===== src/design/cbra_fifo.sv =====
// ----------------------------------------------------------------------------
// cbra_fifo: short queue between front and back end
// Holds classified words so that either side can stall on its own.
// ----------------------------------------------------------------------------
`default_nettype none

module cbra_fifo #(
  parameter int unsigned WIDTH = 35,
  parameter int unsigned DEPTH = 2,
  localparam int unsigned PW = (DEPTH > 1) ? $clog2(DEPTH) : 1,
  localparam int unsigned CW = $clog2(DEPTH + 1)
) (
  input  wire logic             clk_i,
  input  wire logic             rst_ni,
  input  wire logic             push_i,
  input  wire logic [WIDTH-1:0] data_i,
  output logic                  full_o,
  input  wire logic             pop_i,
  output logic      [WIDTH-1:0] data_o,
  output logic                  empty_o
);

  logic [WIDTH-1:0] slot_q [DEPTH];
  logic [PW-1:0]    wr_q, wr_d;
  logic [PW-1:0]    rd_q, rd_d;
  logic [CW-1:0]    fill_q, fill_d;

  assign full_o  = (fill_q == CW'(DEPTH));
  assign empty_o = (fill_q == '0);
  assign data_o  = slot_q[rd_q];

  always_comb begin
    wr_d   = wr_q;
    rd_d   = rd_q;
    fill_d = fill_q;
    if (push_i) begin
      wr_d = (wr_q == PW'(DEPTH - 1)) ? '0 : wr_q + PW'(1);
    end
    if (pop_i) begin
      rd_d = (rd_q == PW'(DEPTH - 1)) ? '0 : rd_q + PW'(1);
    end
    if (push_i && !pop_i) begin
      fill_d = fill_q + CW'(1);
    end else if (pop_i && !push_i) begin
      fill_d = fill_q - CW'(1);
    end
  end

  always_ff @(posedge clk_i or negedge rst_ni) begin
    if (!rst_ni) begin
      wr_q   <= '0;
      rd_q   <= '0;
      fill_q <= '0;
    end else begin
      wr_q   <= wr_d;
      rd_q   <= rd_d;
      fill_q <= fill_d;
    end
  end

  always_ff @(posedge clk_i) begin
    if (push_i) begin
      slot_q[wr_q] <= data_i;
    end
  end

endmodule

`default_nettype wire


===== config.mk =====
export PLATFORM = sky130hd
export DESIGN_NAME = cbra_fifo
export DESIGN_NICKNAME = d
export VERILOG_FILES = /design/src/design/cbra_fifo.sv
export SDC_FILE = /design/constraint.sdc
export NUM_CORES = 1
export LEC_CHECK = 0
export ABC_AREA = 1
export ABC_CLOCK_PERIOD_IN_PS = 4500
export BUFFER_PORTS_ARGS = -buffer_cell sky130_fd_sc_hd__buf_2
export CORE_ASPECT_RATIO = 0.5
export CORE_MARGIN = 3
export CORE_UTILIZATION = 25
export DETAILED_ROUTE_END_ITERATION = 16
export PLACE_DENSITY = 0.41
export SKIP_LAST_GASP = 1
export SYNTH_ARGS = -nofsm -noshare
export SYNTH_HDL_FRONTEND = slang
export SYNTH_SLANG_ARGS = --single-unit

===== constraint.sdc =====
create_clock -name clk_i -period 4.5 [get_ports clk_i]
set_input_delay 0.675 -clock clk_i [delete_from_list [all_inputs] [get_ports clk_i]]
set_output_delay 0.675 -clock clk_i [all_outputs]
set_load 0.02 [all_outputs]

Word-level counts from Yosys, hierarchy flattened
Memory sizes are Yosys's and may differ from the RTL's.
Index checks and enable logic that the tools add are counted.
{"block": "totals", "register_bits": 4, "mem_count": 1, "mem_bits_rw": 70, "input_bits": 39}
{"memory": "slot_q", "depth": 2, "width": 35, "read_ports": 1, "rd_ports_with_merged_regs": 0, "wr": 1, "line": "23", "rtl": "logic [WIDTH-1:0] slot_q [DEPTH];"}
{"block": "op_classes", "n_addsub": 4, "n_mux": 6, "reduce_logical": 6, "n_eq_ne": 1}
{"cell": "$mux 1", "count": 4}
{"cell": "$mux 2", "count": 2}
{"cell": "$add 1x1->1 const B", "count": 2}
{"cell": "$add 2x1->2 const B", "count": 1}
{"cell": "$eq 2x2->1 const B", "count": 1}
{"cell": "$logic_and 1x1->1", "count": 2}
{"cell": "$logic_not 1->1", "count": 2}
{"cell": "$logic_not 2->1", "count": 1}
{"cell": "$reduce_bool 2->1", "count": 1}
{"cell": "$sub 2x1->2 const B", "count": 1}

Depth between registers and ports, before layout
{"block": "depth", "ltp_word": 4, "mapped_depth": 7, "mapped_depth_nobuf": 7}

Worst setup path before layout
Ideal clock, no wire load.
{"block": "synth_path", "kind": "input to register", "start": "in push_i", "end": "mem slot_q[0][0], enable pin", "cell_stages": 2, "setup_ps": 428, "path_slack_ps": 1883, "arrival_ps": 2189, "cell_sequence": "inv_1 -> nor2_1"}
{"block": "synth_between", "elab_chain_cells": 2}
{"element": "start: declaration", "line": "15", "rtl": "input wire logic push_i,"}
{"element": "$mux 1", "line": "62", "rtl": "if (push_i) begin"}
{"element": "$mux 1 (implied by the code)", "line": "63", "rtl": "slot_q[wr_q] <= data_i;"}
{"element": "end: declaration", "line": "23"}
No other way between the ends.

Worst setup path in the final report
{"block": "layout_path", "start": "reg rd_q", "end": "out data_o[15]"}
{"block": "layout_between", "elab_chain_cells": 1}
{"element": "start: declaration", "line": "25", "rtl": "logic [PW-1:0] rd_q, rd_d;"}
{"element": "start signal: assignment", "line": "56", "rtl": "rd_q <= rd_d;"}
{"element": "$mem_v2 2x35"}
{"element": "end: declaration", "line": "19", "rtl": "output logic [WIDTH-1:0] data_o,"}
No other way between the ends.

==> results.json <==
{
  "status": "finished, final reports clean",
  "crit_required_ns": 3.83,
  "synth_area_mm2": 0.00288,
  "drive_above_1_share": 0.572,
  "initial_core_util": 0.259,
  "yosys_warnings": 0,
  "grt_max_degree": 37,
  "synth-edff-count": 70,
  "ys_seq_elements": 74,
  "finalCritPeriodShare": 0.601,
  "post_cts_buffers": 0,
  "maxCapViolations": 0,
  "hold_viol_final": 0,
  "vias": 1397,
  "cts_tree": "done",
  "nets": 257,
  "synthTopCellsByCount": "edfxtp_1, mux2_4, inv_1",
  "wl_um": 5060,
  "hpwlAfterDp_um": 3390,
  "clk_latency_ns": 0.32,
  "rows": 27,
  "critical_path.slowest_cell": "dfrtp_2",
  "cts_max_path_buffers": 2,
  "antenna_left": 0,
  "cts-root-buf": "clkbuf_16",
  "antenna_found_initial": 0,
  "die_h_um": 81.9,
  "p_per_area_mw_per_mm2": 654,
  "yosysMostFrequentCell": "edfxtp_1",
  "cts_max_level": 3,
  "synth_nets": 174,
  "placed_cell_area_mm2": 0.00338,
  "postCtsHoldBufs": 0,
  "power.leakage_nw": 1.48,
  "fmax_mhz": 370,
  "relSlewSlack": 0.240,
  "place_congestion": 0.626,
  "fp.coreArea_mm2": 0.0111,
  "worstSetupPathType": "reg2out",
  "cp_max_fo": 36,
  "n_antenna_cell": 0,
  "tightest_slew_ns": 1.14,
  "async_reset_ff_frac": 0.0541,
  "synth_ff_type": "edfxtp_1",
  "port_buffers": 75,
  "track_usage": 0.0831,
  "die_w_um": 158,
  "period_needed_ns": 2.70,
  "slew_viol_final": 0,
  "drtPass1Iterations": 4,
  "avgSynthCellArea_um2": 21.5,
  "synth_area_leaders": "edfxtp_1, mux2_4, dfrtp_1, mux2_2, buf_12",
  "hold_class": "in2async",
  "cp-start-kind": "flop",
  "setup_violations": 0,
  "rsz0062_at_grt": "no",
  "slowest_delay_ns": 1.12,
  "areaGrowthSynthToFinish_pct": 26.6,
  "end_kind": "output pin",
  "grt_pass1_vias": 1521,
  "final_area_mm2": 0.00365,
  "finalClockSkew_ns": 0.00611,
  "numClockSinks": 74,
  "synth_top_area_share": 0.729,
  "syn_inst": 134,
  "crit_arrival_ns": 2.03,
  "cts_resized": 0,
  "grt_pass1_wl_um": 7720,
  "yosys.area.top_type": "edfxtp_1",
  "drtIter0Drc": 41,
  "wl_per_cell_um": 13.8,
  "io_pins": 76,
  "drt_drc_violations_left": 0,
  "gr-total-overflow": 0,
  "crit_path_cell_trace": "mux2_2 -> buf_2",
  "synth.distinct_cells": 14,
  "die_area_mm2": 0.0129,
  "fin_tns_setup_ns": 0,
  "cts_made_buffers": 9,
  "via_per_inst": 3.81,
  "path_clk_slew_ns": 0.05,
  "seq_area_frac_synth": 0.764,
  "ir_worst_vdd_mv": 0.301
}
final cells by class:
class,instances,area (um2)
inverters,7,26.3
clock buffers,12,246
multi-input cells,49,591
clock inverters,4,20.0
well taps,145,181
repair buffers,76,383
flip-flops and latches,74,2200
fillers,1088,7460
report_power, final:
part           total, mW  internal, mW  switching, mW
Combinational      0.712         0.347          0.365
Sequential          1.05         0.919          0.130
Clock              0.627         0.384          0.243
sequential cells by signal (all words and copies together), names as in the netlist:
signal  cells
fill_q      2
wr_q        1
slot_q     70
rd_q        1
routing by layer:
metal	up-vias	global-route usage	share of wire
met5	-	0	0
met1	683	0.0891	0.41
met4	0	0.0338	0.015
li1	675	-	-
met3	8	0.0400	0.049
met2	31	0.143	0.53
layout by cell type (no fill, tap or decap), drive strengths merged:
cell type,netlist,routed
buf,4,76
edfxtp,70,70
mux2,35,35
clkbuf,0,12
inv,7,7
nand2,5,5
clkinv,0,4
dfrtp,4,4
nor2,3,3
xor2,2,2
xnor2,1,1
nand3,1,1
nand4,1,1
ha,1,1
final timing paths:
kind,startpoint,end,slack (ns),depth (start not counted)
hold / removal,rst_ni,fill_q[1]$_DFFE_PN0P_,0.14,1
min in group clk_i,fill_q[1]$_DFFE_PN0P_,fill_q[1]$_DFFE_PN0P_,0.52,2
setup / recovery,rd_q$_DFFE_PN0P_,data_o[15],1.80,2
max in group asynchronous,rst_ni,rd_q$_DFFE_PN0P_,4.22,1
setup reg to reg,wr_q$_DFFE_PN0P_,slot_q[1][4]$_DFFE_PP_,2.80,3
hold reg to reg,fill_q[1]$_DFFE_PN0P_,fill_q[1]$_DFFE_PN0P_,0.52,2
per-stage QoR:
stage	std cells	utilization	setup slack [ns]	hold WS, ns	power [mW]
4_1_cts	367	0.328	1.71	0.131	2.44
6_report	367	0.328	1.80	0.141	2.39
2_1_floorplan	134	-	1.88	0.379	1.61
3_3_place_gp	351	0.305	2.10	0.477	1.79
5_1_grt	367	0.328	1.64	0.132	2.52
3_5_place_dp	351	0.305	2.07	0.487	1.80
worst max-delay path, delay by kind of cell, from the launching register on:
| kind | cells | cell delay [ns] |
|---|---|---|
| DFF | 1 | 1.12 |
| muxes | 1 | 0.41 |
| buffers and inverters | 1 | 0.16 |
cell families after synthesis:
| group | after synthesis | synth area share |
|---|---|---|
| muxes | 35 | 0.174 |
| DFF | 74 | 0.764 |
| xor gates and xnor gates | 3 | 0.00912 |
| adders and majority gates | 1 | 0.00434 |
| buffers and inverters | 11 | 0.0339 |
| and+or+nand+nor | 10 | 0.0143 |
(Power assumes the default switching activity.)
