--- src/design/cbra_pkg.sv ---
// ----------------------------------------------------------------------------
// cbra_pkg: shared types and constants for the copy-on-write block remapper
// Action, status and classification codes, register map, reset values and
// the structs that travel between the front, the queue and the back end.
// ----------------------------------------------------------------------------
`default_nettype none

package cbra_pkg;

  // default sizing of the count table and allocator
  localparam int unsigned DEF_TABLE_ENTRIES = 4096;
  localparam int unsigned DEF_SECTOR_BYTES  = 512;
  localparam int unsigned DEF_COUNT_WIDTH   = 16;

  // depth of the queue between front and back
  localparam int unsigned QUEUE_DEPTH = 2;

  // register indexes (byte address / 4)
  localparam logic [2:0] REG_LINEAR_DEV  = 3'd0;
  localparam logic [2:0] REG_FILEDATA    = 3'd1;
  localparam logic [2:0] REG_UNALLOC     = 3'd2;
  localparam logic [2:0] REG_CAPACITY    = 3'd3;
  localparam logic [2:0] REG_FIRST_BLOCK = 3'd4;
  localparam logic [2:0] REG_INIT_USED   = 3'd5;

  // register reset values
  localparam logic [7:0]  RST_LINEAR_DEV  = 8'd5;
  localparam logic [31:0] RST_FILEDATA    = 32'hffff_fffe;
  localparam logic [31:0] RST_UNALLOC     = 32'hffff_ffff;
  localparam logic [31:0] RST_CAPACITY    = 32'hffff_ffff;
  localparam logic [11:0] RST_FIRST_BLOCK = 12'd1;
  localparam logic [31:0] RST_INIT_USED   = 32'd512;

  typedef enum logic [1:0] {
    ACT_LOOKUP = 2'd0,
    ACT_INC    = 2'd1,
    ACT_DEC    = 2'd2,
    ACT_READ   = 2'd3
  } action_e;

  typedef enum logic [1:0] {
    STAT_OK       = 2'd0,
    STAT_CAPACITY = 2'd1,
    STAT_NO_TABLE = 2'd2,
    STAT_RANGE    = 2'd3
  } status_e;

  // what the back end has to do with a queued word
  typedef enum logic [2:0] {
    KIND_PASS         = 3'd0,
    KIND_ALLOC        = 3'd1,
    KIND_LOOKUP_RANGE = 3'd2,
    KIND_EXIST        = 3'd3,
    KIND_COUNT_RANGE  = 3'd4,
    KIND_INC          = 3'd5,
    KIND_DEC          = 3'd6,
    KIND_READ         = 3'd7
  } kind_e;

  typedef struct packed {
    kind_e       kind;
    logic [31:0] blk;
  } entry_t;

  typedef struct packed {
    logic [7:0]  linear_dev;
    logic [31:0] filedata;
    logic [31:0] unalloc;
    logic [31:0] capacity;
    logic [11:0] first_block;
    logic [31:0] init_used;
    logic        load_first;
    logic        load_used;
  } cfg_t;

endpackage

`default_nettype wire

--- src/design/cbra_front.sv ---
// ----------------------------------------------------------------------------
// cbra_front: request intake and classification
// Accept a request word and sort it into the job the back end must run.
// ----------------------------------------------------------------------------
`default_nettype none

module cbra_front
  import cbra_pkg::*;
#(
  parameter int unsigned TABLE_ENTRIES = DEF_TABLE_ENTRIES
) (
  input  wire logic        valid_i,
  output logic             ready_o,
  input  wire logic [1:0]  action_i,
  input  wire logic [7:0]  device_id_i,
  input  wire logic [31:0] block_in_i,
  input  wire cfg_t        cfg_i,
  input  wire logic        clearing_i,
  input  wire logic        queue_full_i,
  output logic             push_o,
  output entry_t           entry_o
);

  logic    in_table;
  action_e action;

  assign action   = action_e'(action_i);
  assign in_table = block_in_i < 32'(TABLE_ENTRIES);
  assign ready_o  = !queue_full_i && !clearing_i;
  assign push_o   = valid_i && ready_o;

  always_comb begin
    entry_o.blk = block_in_i;
    unique case (action)
      ACT_LOOKUP: begin
        // the linear device or the file-data marker passes through; either beats unallocated
        if (device_id_i == cfg_i.linear_dev || block_in_i == cfg_i.filedata) begin
          entry_o.kind = KIND_PASS;
        end else if (block_in_i == cfg_i.unalloc) begin
          entry_o.kind = KIND_ALLOC;
        end else if (!in_table) begin
          entry_o.kind = KIND_LOOKUP_RANGE;
        end else begin
          entry_o.kind = KIND_EXIST;
        end
      end
      ACT_INC:  entry_o.kind = in_table ? KIND_INC  : KIND_COUNT_RANGE;
      ACT_DEC:  entry_o.kind = in_table ? KIND_DEC  : KIND_COUNT_RANGE;
      ACT_READ: entry_o.kind = in_table ? KIND_READ : KIND_COUNT_RANGE;
      default:  entry_o.kind = KIND_COUNT_RANGE;
    endcase
  end

endmodule

`default_nettype wire

--- config.mk ---
export PLATFORM = sky130hd
export DESIGN_NAME = cbra_front
export DESIGN_NICKNAME = d
export VERILOG_FILES = /design/src/design/cbra_pkg.sv /design/src/design/cbra_front.sv
export SDC_FILE = /design/constraint.sdc
export NUM_CORES = 1
export LEC_CHECK = 0
export BUFFER_PORTS_ARGS = -buffer_cell sky130_fd_sc_hd__buf_2
export CAP_MARGIN = 25
export CELL_PAD_IN_SITES_DETAIL_PLACEMENT = 1
export CELL_PAD_IN_SITES_GLOBAL_PLACEMENT = 1
export CORE_ASPECT_RATIO = 1.1
export CORE_UTILIZATION = 14
export DETAILED_ROUTE_END_ITERATION = 6
export PLACE_DENSITY = 0.91
export SLEW_MARGIN = 20
export SYNTH_ARGS = -nofsm -noshare
export SYNTH_HDL_FRONTEND = slang
export SYNTH_SLANG_ARGS = --single-unit
export TNS_END_PERCENT = 30
--- constraint.sdc ---
create_clock -name vclk -period 2.05
set_input_delay 0.41 -clock vclk [all_inputs]
set_output_delay 0.41 -clock vclk [all_outputs]
set_load 0.02 [all_outputs]
Word-level counts from Yosys, hierarchy flattened --
Cells that the tools add are included. Widths: inputs -> output; s select.
Storage, ports and cells: register bits 0, word-level logic and storage cells 20
Operators by class: magnitude comparators 1, eq/ne operators 6, mux-type cells 7, reduce and logical (&&, ||, !) cells 6
Operators by type and width (count):
- $eq 32x32->1 | 2
- $lt 32x13->1 const B | 1
- $pmux 3 s4 | 1
- $eq 8x8->1 | 1
- $mux 2 | 4
- $eq 2x2->1 const B | 2
- $eq 2x1->1 const B | 1
- $logic_and 1x1->1 | 2
- $logic_not 1->1 | 2
- $logic_not 2->1 | 1
- $mux 1 | 2
- $logic_or 1x1->1 | 1

Logic depth before layout (Yosys ltp) --
depth in word-level cells 5, mapped depth 5, depth with buffers taken out 5

Least setup slack after synthesis --
OpenSTA, ideal clock, no wires.
kind input to output, from input port block_in_i[12], to output port entry_o[32] in the netlist's numbering, arrival time 1482 ps, required time 1640 ps, path slack 158 ps, cell stages on the path 4, cells stage by stage or4_4 > nor2_2 > and3_1 > a2bb2oi_2
RTL lines:
- from (decl) | line cbra_front.sv:16 | input wire logic [31:0] block_in_i,
- to (decl) | line cbra_front.sv:21 | output entry_t entry_o

==> summary.md <==
| Metric | Value |
|---|---|
| Status | complete, but fails checks |
| Failing checks | negative setup slack |
| Initial antenna violation count | 0 |
| Synth top area cells | xnor2_1 (56%), buf_4 (21%), nand4_1 (10%) |
| Commonest non-fill, non-tap cell in the layout | buf_2 |
| Die Area | 8420 um2 |
| First-pass GRT wire length | 8250 um |
| Worst hold path class | primary input to output pin |
| Slew Viols, Final | 0 |
| Gp weighted congestion | 0.681 |
| Post-layout minimum cycle time | 2160 ps |
| Area of the multi-input gates | 985 um2 |
| IO Count | 232 |
| Routed vias | 1,545 |
| Synth unique cells | 14 |
| Register area share after synthesis | 0% |
| Slew HR | 80.2% |
| Commonest non-fill, non-tap cells in the layout | buf_2 (150), xnor2_1 (66), nand4_1 (18) |
| Final antenna diode count | 0 |
| Post-route worst setup slack | -105 ps |
| Vias in the first global route | 1,655 |
| Leakage power | 0.940 nW |
| CP required | 1640 ps |
| Crit-path max FO | 3 |
| Slew @ Worst Pin | 294 ps |
| CP Launch Type | primary input |
| Mapped Nets | 338 |
| Post-CTS Setup Inserts | 0 |
| Finish-stage setup viols | 2 |
| Synthesis-to-layout area growth | 80.4% |
| CP Launch Point | block_in_i[27] |
| Register area | 0 um2 |
| Placed wire-length estimate | 5650 um |
| Layout Nets | 478 |
| DRC viols | 0 |
| Detailed-route wire length per cell | 15.7 um |
| Final Hold Fails | 0 |
| Initial Utilization | 14.8% |
| CP arrival | 1750 ps |
| Seq cells | 0 |
| CLK BUF | 0 |
| Synth area leader | xnor2_1 |
| Avg Inst Size Synth | 7.89 um2 |
| Achievable Freq | 464 MHz |
| PortBufs | 154 |
| RSZ-0062 raised after global routing | true |
| Fin Hold WS | 1070 ps |
| GRT Residual Overflow | 0 |
| PD cells | 228 nW/um2 |
| Antenna Nets Post-Route | 0 |
| Total of warnings raised by yosys | 0 |
| CP endpoint | entry_o[33] |
| Maximum number of pins on one net before global-route repair | 5 |
| Total Wirelength | 6050 um |
| Worst Setup End Kind | output pin |
| # rows | 33 |
| Die height | 96.2 um |
| Top cell type's share of synthesized area | 55.9% |
| DRT iter0 DRCs | 9 |
| First-pass detailed-route iteration total | 2 |
| CP Class | primary input to output pin |
| Cell Count, Final, Fillers Out | 386 |
| Cells after Synth | 143 |
| Cell Area, Synth | 1130 um2 |
| Period utilization | 105% |
| Core area | 7640 um2 |
| # fillers | 953 |
| Share of cells above drive strength 1 | 66.5% |
| Inst Count DP | 386 |
| Die width | 87.6 um |
| Max-cap violations | 0 |
| Worst vdd ir | 0.0000626 V |
| All-Layer GR Usage | 13.3% |
| Vias per inst | 4.00 |
-- worst min-delay path by stage --
| stage | startpoint | to | cells past startpoint |
|---|---|---|---|
| floorplan | clearing_i | ready_o | 1 |
| global placement | clearing_i | ready_o | 3 |
| detailed placement | clearing_i | ready_o | 3 |
| CTS | clearing_i | ready_o | 3 |
| global route | clearing_i | ready_o | 3 |
| finish | clearing_i | ready_o | 3 |
-- synth_stat cells --
| cell | instances |
|---|---|
| a211oi_1 | 1 |
| a2bb2oi_2 | 1 |
| a32o_1 | 1 |
| and2_1 | 1 |
| and3_1 | 2 |
| buf_4 | 32 |
| nand2_1 | 2 |
| nand4_1 | 18 |
| nor2_1 | 2 |
| nor2_2 | 1 |
| nor4_1 | 7 |
| or2_1 | 1 |
| or4_4 | 2 |
| xnor2_1 | 72 |
-- where the power goes --
| group | internal [mW] | total [mW] | switching, mW |
|---|---|---|---|
| Combinational | 0.240 | 0.465 | 0.225 |
| Sequential | 0 | 0 | 0 |
| Clock | 0 | 0 | 0 |
| Total | 0.240 | 0.465 | 0.225 |
-- layer usage --
metal  share of wire (%)  vias to the layer above  GRT usage, %  wire, um
met3                 9.5                        6          2.74       573
li1                    -                      741             -         -
met4                 1.0                        0          1.64        63
met5                   0                        -             0         0
met2                  53                      102          27.5      3200
met1                  37                      696          13.7      2210
-- worst max-delay path, cell delays in order --
cell	delay (ps)
buf_2	120
buf_4	130
xnor2_1	130
nand4_1	110
nor4_2	300
nand2_1	140
a32o_2	260
buf_6	130
-- cell families (layout without fill, tap and decap cells) --
| group | Yosys count | in the layout | share of synthesized area, % |
|---|---|---|---|
| AO/OA/AOI/OAI | 3 | 3 | 2.88 |
| XOR/XNOR | 72 | 72 | 55.9 |
| buffers and inverters | 32 | 170 | 21.3 |
| AND/OR/NAND/NOR | 36 | 36 | 20.0 |
-- cell type report --
type                            instances  area share (%)
Timing Repair Buffer                  170            45.2
Multi-Input combinational cell        111            48.4
Tap cell                              105            6.45
-- per-stage QoR --
step                area, um2  setup WS (ps)  util (%)  TNS, ps  power [mW]
floorplan                1130            158         -        0       0.239
global placement         1910           -245      25.0     -433       0.436
detailed placement       1910           -246      25.0     -428       0.447
CTS                      2020           -135      26.5     -235       0.470
global route             2040           -223      26.7     -373       0.504
finish                   2040           -105      26.7     -183       0.465
-- timing repair --
item | 4_1_cts | 5_1_grt
hold buffers | 0 | 0
pin swaps | 16 | 0
gates resized for setup | 21 | 2
endpoints found under the setup margin | 2 | 2
gates cloned | 0 | 0
(Power assumes the default switching activity.)
