`config.mk`:
```
export PLATFORM = sky130hd
export DESIGN_NAME = cbra_back
export DESIGN_NICKNAME = d
export VERILOG_FILES = /design/src/design/cbra_pkg.sv /design/src/design/cbra_back.sv
export SDC_FILE = /design/constraint.sdc
export NUM_CORES = 1
export LEC_CHECK = 0
export BUFFER_PORTS_ARGS = -buffer_cell sky130_fd_sc_hd__buf_2
export CORE_ASPECT_RATIO = 0.5
export CORE_MARGIN = 1.5
export CORE_UTILIZATION = 55
export DETAILED_ROUTE_END_ITERATION = 6
export PLACE_DENSITY = 0.78
export SLEW_MARGIN = 25
export SYNTH_ARGS = -nofsm -noshare
export SYNTH_HDL_FRONTEND = slang
export SYNTH_SLANG_ARGS = --single-unit
```
`constraint.sdc`:
```
create_clock -name clk_i -period 7.43 [get_ports clk_i]
set_input_delay 1.486 -clock clk_i [delete_from_list [all_inputs] [get_ports clk_i]]
set_output_delay 1.486 -clock clk_i [all_outputs]
set_load 0.01 [all_outputs]
```
`src/design/cbra_pkg.sv`:
```
// ----------------------------------------------------------------------------
// cbra_pkg: shared types and constants for the copy-on-write block remapper
// Action, status and classification codes, register map, reset values and
// the structs that travel between the front, the queue and the back end.
// ----------------------------------------------------------------------------
`default_nettype none

package cbra_pkg;

  // default sizing of the count table and allocator
  localparam int unsigned DEF_TABLE_ENTRIES = 4096;
  localparam int unsigned DEF_SECTOR_BYTES  = 512;
  localparam int unsigned DEF_COUNT_WIDTH   = 16;

  // depth of the queue between front and back
  localparam int unsigned QUEUE_DEPTH = 2;

  // register indexes (byte address / 4)
  localparam logic [2:0] REG_LINEAR_DEV  = 3'd0;
  localparam logic [2:0] REG_FILEDATA    = 3'd1;
  localparam logic [2:0] REG_UNALLOC     = 3'd2;
  localparam logic [2:0] REG_CAPACITY    = 3'd3;
  localparam logic [2:0] REG_FIRST_BLOCK = 3'd4;
  localparam logic [2:0] REG_INIT_USED   = 3'd5;

  // register reset values
  localparam logic [7:0]  RST_LINEAR_DEV  = 8'd5;
  localparam logic [31:0] RST_FILEDATA    = 32'hffff_fffe;
  localparam logic [31:0] RST_UNALLOC     = 32'hffff_ffff;
  localparam logic [31:0] RST_CAPACITY    = 32'hffff_ffff;
  localparam logic [11:0] RST_FIRST_BLOCK = 12'd1;
  localparam logic [31:0] RST_INIT_USED   = 32'd512;

  typedef enum logic [1:0] {
    ACT_LOOKUP = 2'd0,
    ACT_INC    = 2'd1,
    ACT_DEC    = 2'd2,
    ACT_READ   = 2'd3
  } action_e;

  typedef enum logic [1:0] {
    STAT_OK       = 2'd0,
    STAT_CAPACITY = 2'd1,
    STAT_NO_TABLE = 2'd2,
    STAT_RANGE    = 2'd3
  } status_e;

  // what the back end has to do with a queued word
  typedef enum logic [2:0] {
    KIND_PASS         = 3'd0,
    KIND_ALLOC        = 3'd1,
    KIND_LOOKUP_RANGE = 3'd2,
    KIND_EXIST        = 3'd3,
    KIND_COUNT_RANGE  = 3'd4,
    KIND_INC          = 3'd5,
    KIND_DEC          = 3'd6,
    KIND_READ         = 3'd7
  } kind_e;

  typedef struct packed {
    kind_e       kind;
    logic [31:0] blk;
  } entry_t;

  typedef struct packed {
    logic [7:0]  linear_dev;
    logic [31:0] filedata;
    logic [31:0] unalloc;
    logic [31:0] capacity;
    logic [11:0] first_block;
    logic [31:0] init_used;
    logic        load_first;
    logic        load_used;
  } cfg_t;

endpackage

`default_nettype wire

```
`src/design/cbra_back.sv`:
```
// ----------------------------------------------------------------------------
// cbra_back: count table sequencer and block allocator
// Run queued jobs against the count RAM, hold the allocator state and
// drive the result register.
// ----------------------------------------------------------------------------
`default_nettype none

module cbra_back
  import cbra_pkg::*;
#(
  parameter int unsigned TABLE_ENTRIES = DEF_TABLE_ENTRIES,
  parameter int unsigned SECTOR_BYTES  = DEF_SECTOR_BYTES,
  parameter int unsigned COUNT_WIDTH   = DEF_COUNT_WIDTH,
  localparam int unsigned IDX_W = $clog2(TABLE_ENTRIES),
  localparam int unsigned NF_W  = ((IDX_W > 12) ? IDX_W : 12) + 1
) (
  input  wire logic                   clk_i,
  input  wire logic                   rst_ni,
  input  wire cfg_t                   cfg_i,
  input  wire logic                   empty_i,
  input  wire entry_t                 head_i,
  output logic                        pop_o,
  output logic                        clearing_o,
  output logic                        ram_we_o,
  output logic      [IDX_W-1:0]       ram_waddr_o,
  output logic      [COUNT_WIDTH-1:0] ram_wdata_o,
  output logic                        ram_re_o,
  output logic      [IDX_W-1:0]       ram_raddr_o,
  input  wire logic [COUNT_WIDTH-1:0] ram_rdata_i,
  output logic                        m_valid_o,
  input  wire logic                   m_ready_i,
  output status_e                     m_status_o,
  output logic      [31:0]            m_block_o,
  output logic      [15:0]            m_count_o
);

  typedef enum logic [2:0] {
    S_CLEAR,
    S_IDLE,
    S_WAIT_A,
    S_WAIT_B,
    S_EMIT
  } state_e;

  state_e                 state_q, state_d;
  logic [IDX_W-1:0]       clr_q, clr_d;
  entry_t                 cur_q, cur_d;
  logic [NF_W-1:0]        next_free_q, next_free_d;
  logic [31:0]            used_q, used_d;
  logic                   fwd_q, fwd_d;
  logic [COUNT_WIDTH-1:0] fwd_val_q, fwd_val_d;
  status_e                res_status_q, res_status_d;
  logic [31:0]            res_block_q, res_block_d;
  logic [COUNT_WIDTH-1:0] res_count_q, res_count_d;
  logic                   m_valid_q, m_valid_d;
  status_e                m_status_q, m_status_d;
  logic [31:0]            m_block_q, m_block_d;
  logic [15:0]            m_count_q, m_count_d;

  logic                   no_table;
  logic                   no_room;
  logic                   grab_ok;
  status_e                grab_fail;
  logic [IDX_W-1:0]       cur_idx;
  logic [IDX_W-1:0]       nf_idx;
  logic [COUNT_WIDTH-1:0] rd_val;
  logic [COUNT_WIDTH-1:0] rd_inc;
  logic [COUNT_WIDTH-1:0] rd_dec;
  logic [COUNT_WIDTH-1:0] b_val;
  logic [COUNT_WIDTH-1:0] b_inc;

  assign cur_idx = cur_q.blk[IDX_W-1:0];
  assign nf_idx  = next_free_q[IDX_W-1:0];

  // allocator check: table end first, then remaining byte capacity
  assign no_table  = next_free_q >= NF_W'(TABLE_ENTRIES);
  assign no_room   = (used_q > cfg_i.capacity) ||
                     ((cfg_i.capacity - used_q) < 32'(SECTOR_BYTES));
  assign grab_ok   = !no_table && !no_room;
  assign grab_fail = no_table ? STAT_NO_TABLE : STAT_CAPACITY;

  assign rd_val = ram_rdata_i;
  assign rd_inc = rd_val + COUNT_WIDTH'(1);
  assign rd_dec = rd_val - COUNT_WIDTH'(1);
  // the old block was written in the cycle the new one was read
  assign b_val  = fwd_q ? fwd_val_q : ram_rdata_i;
  assign b_inc  = b_val + COUNT_WIDTH'(1);

  assign clearing_o = (state_q == S_CLEAR);
  assign m_valid_o  = m_valid_q;
  assign m_status_o = m_status_q;
  assign m_block_o  = m_block_q;
  assign m_count_o  = m_count_q;

  always_comb begin
    state_d      = state_q;
    clr_d        = clr_q;
    cur_d        = cur_q;
    next_free_d  = next_free_q;
    used_d       = used_q;
    fwd_d        = fwd_q;
    fwd_val_d    = fwd_val_q;
    res_status_d = res_status_q;
    res_block_d  = res_block_q;
    res_count_d  = res_count_q;
    m_valid_d    = m_valid_q;
    m_status_d   = m_status_q;
    m_block_d    = m_block_q;
    m_count_d    = m_count_q;
    pop_o        = 1'b0;
    ram_we_o     = 1'b0;
    ram_waddr_o  = cur_idx;
    ram_wdata_o  = '0;
    ram_re_o     = 1'b0;
    ram_raddr_o  = cur_idx;

    if (m_valid_q && m_ready_i) begin
      m_valid_d = 1'b0;
    end

    unique case (state_q)
      S_CLEAR: begin
        ram_we_o    = 1'b1;
        ram_waddr_o = clr_q;
        clr_d       = clr_q + IDX_W'(1);
        if (clr_q == IDX_W'(TABLE_ENTRIES - 1)) begin
          state_d = S_IDLE;
        end
      end
      S_IDLE: begin
        if (!empty_i) begin
          pop_o        = 1'b1;
          cur_d        = head_i;
          res_status_d = STAT_OK;
          res_block_d  = head_i.blk;
          res_count_d  = '0;
          fwd_d        = 1'b0;
          case (head_i.kind)
            KIND_PASS: begin
              state_d = S_EMIT;
            end
            KIND_LOOKUP_RANGE: begin
              res_status_d = STAT_RANGE;
              res_block_d  = cfg_i.unalloc;
              state_d      = S_EMIT;
            end
            KIND_COUNT_RANGE: begin
              res_status_d = STAT_RANGE;
              state_d      = S_EMIT;
            end
            KIND_ALLOC: begin
              if (grab_ok) begin
                ram_re_o    = 1'b1;
                ram_raddr_o = nf_idx;
                state_d     = S_WAIT_B;
              end else begin
                res_status_d = grab_fail;
                res_block_d  = cfg_i.unalloc;
                state_d      = S_EMIT;
              end
            end
            default: begin
              ram_re_o    = 1'b1;
              ram_raddr_o = head_i.blk[IDX_W-1:0];
              state_d     = S_WAIT_A;
            end
          endcase
        end
      end
      S_WAIT_A: begin
        case (cur_q.kind)
          KIND_INC: begin
            ram_we_o    = 1'b1;
            ram_wdata_o = rd_inc;
            res_count_d = rd_inc;
            state_d     = S_EMIT;
          end
          KIND_DEC: begin
            ram_we_o    = 1'b1;
            ram_wdata_o = rd_dec;
            res_count_d = rd_dec;
            state_d     = S_EMIT;
          end
          KIND_EXIST: begin
            if (rd_val > COUNT_WIDTH'(1)) begin
              // break sharing: drop the old count, then take a new block
              ram_we_o    = 1'b1;
              ram_wdata_o = rd_dec;
              if (grab_ok) begin
                ram_re_o    = 1'b1;
                ram_raddr_o = nf_idx;
                fwd_d       = (next_free_q == NF_W'(cur_idx));
                fwd_val_d   = rd_dec;
                state_d     = S_WAIT_B;
              end else begin
                res_status_d = grab_fail;
                res_block_d  = cfg_i.unalloc;
                res_count_d  = rd_dec;
                state_d      = S_EMIT;
              end
            end else begin
              res_count_d = rd_val;
              state_d     = S_EMIT;
            end
          end
          default: begin
            res_count_d = rd_val;
            state_d     = S_EMIT;
          end
        endcase
      end
      S_WAIT_B: begin
        ram_we_o     = 1'b1;
        ram_waddr_o  = nf_idx;
        ram_wdata_o  = b_inc;
        res_status_d = STAT_OK;
        res_block_d  = 32'(next_free_q);
        res_count_d  = b_inc;
        next_free_d  = next_free_q + NF_W'(1);
        used_d       = used_q + 32'(SECTOR_BYTES);
        state_d      = S_EMIT;
      end
      S_EMIT: begin
        if (!m_valid_q || m_ready_i) begin
          m_valid_d  = 1'b1;
          m_status_d = res_status_q;
          m_block_d  = res_block_q;
          m_count_d  = 16'(res_count_q);
          state_d    = S_IDLE;
        end
      end
      default: begin
        state_d = S_IDLE;
      end
    endcase

    if (cfg_i.load_first) begin
      next_free_d = NF_W'(cfg_i.first_block);
    end
    if (cfg_i.load_used) begin
      used_d = cfg_i.init_used;
    end
  end

  always_ff @(posedge clk_i or negedge rst_ni) begin
    if (!rst_ni) begin
      state_q      <= S_CLEAR;
      clr_q        <= '0;
      cur_q        <= '0;
      next_free_q  <= NF_W'(RST_FIRST_BLOCK);
      used_q       <= RST_INIT_USED;
      fwd_q        <= 1'b0;
      fwd_val_q    <= '0;
      res_status_q <= STAT_OK;
      res_block_q  <= '0;
      res_count_q  <= '0;
      m_valid_q    <= 1'b0;
      m_status_q   <= STAT_OK;
      m_block_q    <= '0;
      m_count_q    <= '0;
    end else begin
      state_q      <= state_d;
      clr_q        <= clr_d;
      cur_q        <= cur_d;
      next_free_q  <= next_free_d;
      used_q       <= used_d;
      fwd_q        <= fwd_d;
      fwd_val_q    <= fwd_val_d;
      res_status_q <= res_status_d;
      res_block_q  <= res_block_d;
      res_count_q  <= res_count_d;
      m_valid_q    <= m_valid_d;
      m_status_q   <= m_status_d;
      m_block_q    <= m_block_d;
      m_count_q    <= m_count_d;
    end
  end

endmodule

`default_nettype wire

```
* Word level (Yosys, flattened, before mapping)
Index checks and enable logic that the tools add are counted.
** Word-level totals
- Register bits :: 193
- Word-level logic and storage cells :: 133
** Operators by class
- Multiplexer cells :: 62
- Order comparisons :: 4
- Reductions and logical operators :: 24
- Equality and inequality tests :: 20
- Bitwise operators :: 1
- Add/subtract/negate cells :: 7
** Operators with widths (count)
- $mux W32 :: 7
- $pmux W16 S3 :: 3
- $pmux W32 S3 :: 1
- $mux W16 :: 5
- $pmux W12 S2 :: 3
- $pmux W32 S2 :: 1
- $mux W12 :: 4
- $add A16 B1 Y16 const B :: 2
- $add A32 B10 Y32 const B :: 1
- $gt A32 B32 Y1 :: 1
- $lt A32 B10 Y1 const B :: 1
- $pmux W16 S2 :: 1
- $sub A32 B32 Y32 :: 1
- $mux W13 :: 2
- $mux W3 :: 6
- $gt A16 B1 Y1 const B :: 1
- $sub A16 B1 Y16 const B :: 1
- $pmux W3 S5 :: 1
- $mux W1 :: 14
- $add A13 B1 Y13 const B :: 1
- $eq A13 B12 Y1 :: 1
- $ge A13 B13 Y1 const B :: 1
- $add A12 B1 Y12 const B :: 1
- $eq A12 B12 Y1 const B :: 1
- 24 further kinds :: 57

* Logic depth before layout (Yosys ltp)
Gate-level depths: netlist of the first run.
- Depth in word-level cells :: 9
- Depth in mapped cells :: 16
- Gate-level depth less buffers :: 13

* Worst setup path before layout of the first run
OpenSTA, ideal clock, no wires.
- Kind :: in2out
- Start :: in cfg_i[63] (netlist bit)
- End :: out ram_raddr_o[0]
- Buffers on the path :: 3
- Slack :: 771 ps
- Arrival :: 5173 ps
- Data required time :: 5944 ps
- Cell stages on the path :: 15
- Path through :: ha_1 -> buf_2 -> a21oi_1 -> o21ai_1 -> a2111oi_0 -> a22oi_1 -> mux2i_1 -> or4_4 -> nor4_4 -> a21oi_1 -> or3_4 -> buf_6 -> a31o_1 -> buf_6 -> a221o_1
** On the way
- Word-level cells in the longest chain between the ends :: 9
- Elaborated cells on any way between the ends :: 12
- Classes of those cells :: 1 x add/sub; 2 x order compare; 6 x mux; 3 x reduce/logical
** RTL lines
- from (decl) :: RTL line cbra_back.sv:19 : input wire cfg_t cfg_i,
- $sub A32 B32 Y32 :: RTL line cbra_back.sv:78 : ((cfg_i.capacity - used_q) < 32'(SECTOR_BYTES));
- $lt A32 B10 Y1 :: RTL line cbra_back.sv:78
- $logic_or A1 B1 Y1 * :: RTL line cbra_back.sv:77 : assign no_room = (used_q > cfg_i.capacity) ||
- $logic_not A1 Y1 * :: RTL line cbra_back.sv:79 : assign grab_ok = !no_table && !no_room;
- $logic_and A1 B1 Y1 * :: RTL line cbra_back.sv:79
- $mux W12 * :: RTL line cbra_back.sv:152, cbra_back.sv:189
- $pmux W12 S2 or $mux W12 (tied branches) :: RTL line cbra_back.sv:138, cbra_back.sv:185
- $mux W12, on equally long branches :: RTL line cbra_back.sv:131, cbra_back.sv:171
- $pmux W12 S2 * :: RTL line cbra_back.sv:121 : unique case (state_q)
- to (decl) :: RTL line cbra_back.sv:28 : output logic [IDX_W-1:0] ram_raddr_o,
Every way passes the cells marked *; elsewhere a longest branch is shown, timed or not.

* Worst setup path after layout of the first run
- Start :: in cfg_i[60] (netlist bit)
- End :: out ram_raddr_o[7]
Same word-level chain as after synthesis.

==> flow_summary.ini, run 1 <==
[run_status]
outcome = completed

[global_route]
grt_pass1_vias = 11900
grt_max_degree = 105
grt_antenna_before_repair = 5
gr-usage-all-layers = 0.312
grt_pass1_wl_um = 60200
grt-ovfl-total = 0

[yosys]
synthDominantCellAreaShare = 0.372
post_synth.cell_area_avg_um2 = 8.92
synth_cell_type_count = 80
synth_ff_type = dfrtp_1
yosysTopAreaCell = dfrtp_1
netlist_area_um2 = 12800
synthCells = 1438
yosys_warnings = 0
synth_edf_count = 0
ys_ff_latch = 193
synthTopCellsByArea = dfrtp_1 37%, nand2_1 6.0%, mux2_2 5.7%, xnor2_1 4.3%, mux2i_1 4.2%
synth_nets = 1683
synth-async-reset-ratio = 1.00
seq_area_frac_synth = 0.377

[final_layout]
stdcell_count = 1963
area_delta_synth_final_pct = 16.1
mostFrequentLayoutCells = 258 x buf_2, 206 x nand2_1, 191 x dfrtp_1
post-route-util = 0.653
drive_gt1_frac = 0.245
final_common_cell = buf_2
nNetsFinal = 1884

[floorplanning]
die-width_um = 219
dieArea_um2 = 24300
rows = 39
io_pins = 300
fp.coreArea_um2 = 22800
start_util = 0.562
die_h_um = 111

[clocking]
cts_sinks = 193
hold_buffers = 0
cts_resized = 0
cts_made_buffers = 17
cts_tree = done
cts_max_level = 4
clk_transition_reported_paths_ns = 0.08
cts_setup_buffers = 0
clk_latency_ns = 0.47
cts_root_buf = clkbuf_16
clock_path_buffers = 2

[sta]
hold_viol = 0
hold_slack_ns = 0.493
finalClockSkew_ns = 0.0136
setup_tns_ns = 0
drv_slew = 0
max-slew-margin-rel = 0.402
rsz0062_at_grt = false
setup_violations = 0
setup_ws_ns = 0.182
tightest_slew_ns = 0.897
fmax_mhz = 138
period_needed_ns = 7.25
finalCritPeriodShare = 0.976

[routing]
vias = 11800
detail-route-antenna-nets = 0
viasPerCell = 6.03
wl_um = 37200
drt_iter0_markers = 1041
dr.pass1.iters = 6
drcViolationCount = 0
wl_per_cell_um = 18.9

[placement]
dp_slack_ns = 0.249
io_buffers = 259
place_hpwl_um = 27300
dp.cells = 1927
gp_congestion = 0.970

[power]
p_leak_nw = 6.95
power_density_nw_per_um2 = 303
vdd_drop_max_uv = 181

[setup_path]
critPathKind = input pin to output pin
reg2reg_depth = 14
r2r_slack_ns = 2.51
cp_max_fo = 12
cp.arrival_ns = 5.76
critPathRequiredTime_ns = 5.94
worstSetupStartpointType = input pin
r2r-start = used_q[9]
worst_setup_path_end_kind = output pin
reg2reg_to = res_block_q[29]

[hold_path]
hp-start = clr_q[7]
min_to = clr_q[7]
min_path_type = register to register
hold_path_depth = 1

[flow_run]
max_cap_viol_count = 0
-- flip-flops by register name (all words and copies together), names as in the netlist --
signal / cells
fwd_val_q: 16
cur_q: 3
res_block_q: 32
used_q: 32
m_count_o: 16
next_free_q: 13
res_count_q: 16
state_q: 3
m_status_o: 2
m_valid_o: 1
res_status_q: 2
m_block_o: 32
clr_q: 12
cur_idx: 12
fwd_q: 1
-- worst max-delay path by stage --
| stage | startpoint | to | slack (ns) | cells past startpoint |
|---|---|---|---|---|
| global route | cfg_i[57] | ram_raddr_o[7] | 0.04 | 15 |
| floorplan | cfg_i[63] | ram_raddr_o[0] | 0.77 | 15 |
| finish | cfg_i[60] | ram_raddr_o[7] | 0.18 | 14 |
| detailed placement | cfg_i[60] | ram_raddr_o[7] | 0.25 | 14 |
| global placement | cfg_i[57] | ram_raddr_o[11] | 0.29 | 15 |
| CTS | cfg_i[53] | ram_raddr_o[7] | 0.25 | 15 |
-- power by group --
part           total [W]  switching [W]  internal [W]  leakage [nW]
Sequential       0.00165       0.000266       0.00138          2.47
Clock           0.000968       0.000480      0.000488         0.299
Combinational    0.00190        0.00108      0.000822          4.18
-- layer usage --
layer / vias to the layer above / routed length, um / global-route usage
li1: 5525 / - / -
met1: 5771 / 15600 / 0.398
met2: 459 / 18000 / 0.519
met3: 79 / 2510 / 0.0595
met4: 0 / 1060 / 0.129
met5: - / 0 / 0
-- worst max-delay path, cell delays in order --
cell       delay (ns)
buf_2            0.10
ha_1             0.38
a21oi_1          0.35
o21ai_0          0.18
a22o_1           0.25
a2111oi_0        0.40
a31oi_1          0.09
or4_4            0.52
nor4_4           0.34
a21oi_1          0.14
or3_4            0.52
a31o_1           0.40
a221o_1          0.44
buf_2            0.15
-- cell usage after synthesis (9+ instances only) --
| cell | number |
|---|---|
| nand2_1 | 206 |
| dfrtp_1 | 191 |
| nor2_1 | 85 |
| clkbuf_1 | 77 |
| o21ai_0 | 77 |
| mux2_2 | 65 |
| xnor2_1 | 63 |
| a21oi_1 | 60 |
| inv_1 | 59 |
| mux2i_1 | 54 |
| nand3_1 | 45 |
| xor2_1 | 43 |
| ha_1 | 40 |
| a221o_1 | 32 |
| nor2b_1 | 24 |
| nor3_1 | 23 |
| a22oi_1 | 21 |
| nand4_1 | 21 |
| o211ai_1 | 20 |
| and2_1 | 17 |
| and3_1 | 17 |
| nand2b_1 | 13 |
| nor4_1 | 13 |
| a31oi_1 | 12 |
| o21ai_1 | 10 |
| o22ai_1 | 10 |
| a21o_1 | 9 |
| nand3b_1 | 9 |
| o21a_1 | 9 |
-- layout make-up --
type / count / area (um2)
antenna: 4 / 10.0
clock buffer: 17 / 425
clock inverter: 15 / 201
fill: 1908 / 7930
inverter: 59 / 221
multi-input combinational: 1091 / 7380
sequential: 193 / 4830
tap: 307 / 384
timing repair buffer: 277 / 1440
-- cells by family after synthesis --
group,synth area share
simple gates,0.190
compound gates,0.173
flops,0.377
buf+inv,0.0498
mux,0.0992
xor+xnor,0.0723
fa+ha+maj,0.0398
-- metrics by stage --
| stage | power (W) | instance area (um2) |
|---|---|---|
| 6_report | 0.00452 | 14900 |
| 5_1_grt | 0.00478 | 14900 |
| 4_1_cts | 0.00452 | 14900 |
| 3_5_place_dp | 0.00354 | 14300 |
| 3_3_place_gp | 0.00347 | 14200 |
| 2_1_floorplan | 0.00291 | 12800 |
Note: power is estimated with default switching activity, not from simulation.
==> run 2: changes to the inputs <==
--- a/config.mk
+++ b/config.mk
@@ -11,6 +11,7 @@
 export CORE_UTILIZATION = 55
 export DETAILED_ROUTE_END_ITERATION = 6
 export PLACE_DENSITY = 0.78
+export REMOVE_ABC_BUFFERS = 1
 export SLEW_MARGIN = 25
 export SYNTH_ARGS = -nofsm -noshare
 export SYNTH_HDL_FRONTEND = slang
==> run 2 against run 1 <==
  * Total power grew 0.69%
  * Sequential power about the same
  * Sequential cell count did not move
  * Register-to-register slack lost 0.13 ns
  * Global-route usage is essentially flat
  * Final area about the same
  * Fmax hardly changed
  * Clock-buffer cell count is the same
  * Largest power group unchanged
==> flow_summary.ini, run 2 (synthesized netlist as in run 1, its figures left out) <==
[run_status]
outcome = completed

[sta]
period_needed_ns = 7.24
hold_viol = 0
tightest_slew_ns = 1.02
finalClockSkew_ns = 0.0168
fmax_mhz = 138
rsz0062_at_grt = false
setup_violations = 0
finalCritPeriodShare = 0.975
drv_slew = 0
setup_tns_ns = 0
max-slew-margin-rel = 0.322
hold_slack_ns = 0.497

[setup_path]
critPathRequiredTime_ns = 5.94
cp_max_fo = 12
worst_setup_path_end_kind = output pin
worstPathCellList = buf_2 > ha_1 > a21oi_1 > o21ai_1 > a2111oi_2 > buf_4 > a22oi_1 > mux2i_1 > or4_4 > nor4_4 > a21oi_1 > or3_4 > a31o_1 > a221o_1 > buf_2
critPathSlowestCell = or4_4
slowest_delay_ns = 0.56
critPathKind = input pin to output pin
cp.arrival_ns = 5.76
worstSetupStartpointType = input pin

[final_layout]
fill_cells = 1960
nNetsFinal = 1887
stdcell_count = 1965
final_common_cell = buf_2
seq_area_um2 = 4830
mostFrequentLayoutCells = 258 x buf_2, 205 x nand2_1, 190 x dfrtp_1
area_delta_synth_final_pct = 16.1
multi_input_comb_area_um2 = 7380
drive_gt1_frac = 0.247

[clocking]
cts_root_buf = clkbuf_16
clk_transition_reported_paths_ns = 0.08
cts_tree = done
cts_made_buffers = 17
cts_setup_buffers = 0
cts_sinks = 193
cts_max_level = 4
clk_latency_ns = 0.46
hold_buffers = 0
clock_path_buffers = 2

[routing]
drt_iter0_markers = 942
vias = 11800
detail-route-antenna-nets = 0
drcViolationCount = 0
dr.pass1.iters = 5
wl_um = 37600
wl_per_cell_um = 19.1
viasPerCell = 6.01

[global_route]
grt_antenna_before_repair = 3
grt_pass1_wl_um = 59700
grt_max_degree = 124
grt-ovfl-total = 0
gr-usage-all-layers = 0.312
met2_usage = 0.491
grtUsageMet1 = 0.429
busiest_layer = met2
grt_pass1_vias = 11400
met3_usage = 0.0656

[placement]
gp_congestion = 0.984
place_hpwl_um = 27300
dp.cells = 1929
io_buffers = 259

[power]
power_density_nw_per_um2 = 305
p_leak_nw = 6.95
vdd_drop_max_uv = 208
p_total_w = 0.00455

[floorplanning]
die_h_um = 111
fp.coreArea_um2 = 22800
start_util = 0.562
dieArea_um2 = 24300
rows = 39
die-width_um = 219
io_pins = 300

[flow_run]
max_cap_viol_count = 0

[hold_path]
min_path_type = register to register
==> run 2: through the flow <==
step / area [um2] / setup slack (ns) / utilization
after global routing: 14900 / 0.0594 / 0.653
final: 14900 / 0.186 / 0.653
after global placement: 14300 / 0.0729 / 0.625
after detailed placement: 14300 / 0.0358 / 0.625
after CTS: 14900 / 0.0249 / 0.651
after floorplan: 12400 / 0.563 / -
==> run 2: area by class of cell <==
| type | instances | share of cell area |
|---|---|---|
| clock buffer | 17 | 0.0285 |
| clock inverter | 15 | 0.0113 |
| tap | 307 | 0.0258 |
| sequential | 193 | 0.324 |
| timing repair buffer | 280 | 0.0996 |
| multi-input combinational | 1091 | 0.495 |
| inverter | 59 | 0.0149 |
| antenna | 3 | 0.000504 |
==> run 2: worst paths after layout <==
| check | startpoint | end | slack, ns | cells after the start |
|---|---|---|---|---|
| min reg2reg | clr_q[11] | clr_q[11] | 0.50 | 1 |
| min in group asynchronous | rst_ni | fwd_val_q[9] | 0.94 | 1 |
| min | clr_q[11] | clr_q[11] | 0.50 | 1 |
| max reg2reg | used_q[9] | res_count_q[3] | 2.38 | 15 |
| max | cfg_i[53] | ram_raddr_o[8] | 0.19 | 15 |
| max in group asynchronous | rst_ni | m_count_o[4] | 5.20 | 2 |
==> run 2: worst max-delay path, delay by kind of cell <==
kind                       cells  cell delay [ns]
AOI/OAI and AO/OA              7             2.00
adders and majority gates      1             0.36
buffers and inverters          3             0.46
muxes                          1             0.15
and+or+nand+nor                3             1.30
==> run 2: metal layers <==
layer | share of wire | vias to the layer above | wire length, um
met1 | 0.45 | 5759 | 17000
met2 | 0.45 | 464 | 17100
met5 | 0 | - | 0
met4 | 0.021 | 0 | 796
li1 | - | 5532 | -
met3 | 0.072 | 62 | 2690
==> run 2: timing repair <==
| action | 4_1_cts | 5_1_grt |
|---|---|---|
| endpoints found under the hold margin | 0 | 0 |
| setup endpoints to repair | 0 | 12 |
| gates resized for setup | 0 | 2 |
==> run 2: where the power goes <==
group	internal, W	switching [W]	total (W)
Combinational	0.000829	0.00114	0.00197
Sequential	0.00138	0.000254	0.00164
Clock	0.000480	0.000467	0.000948
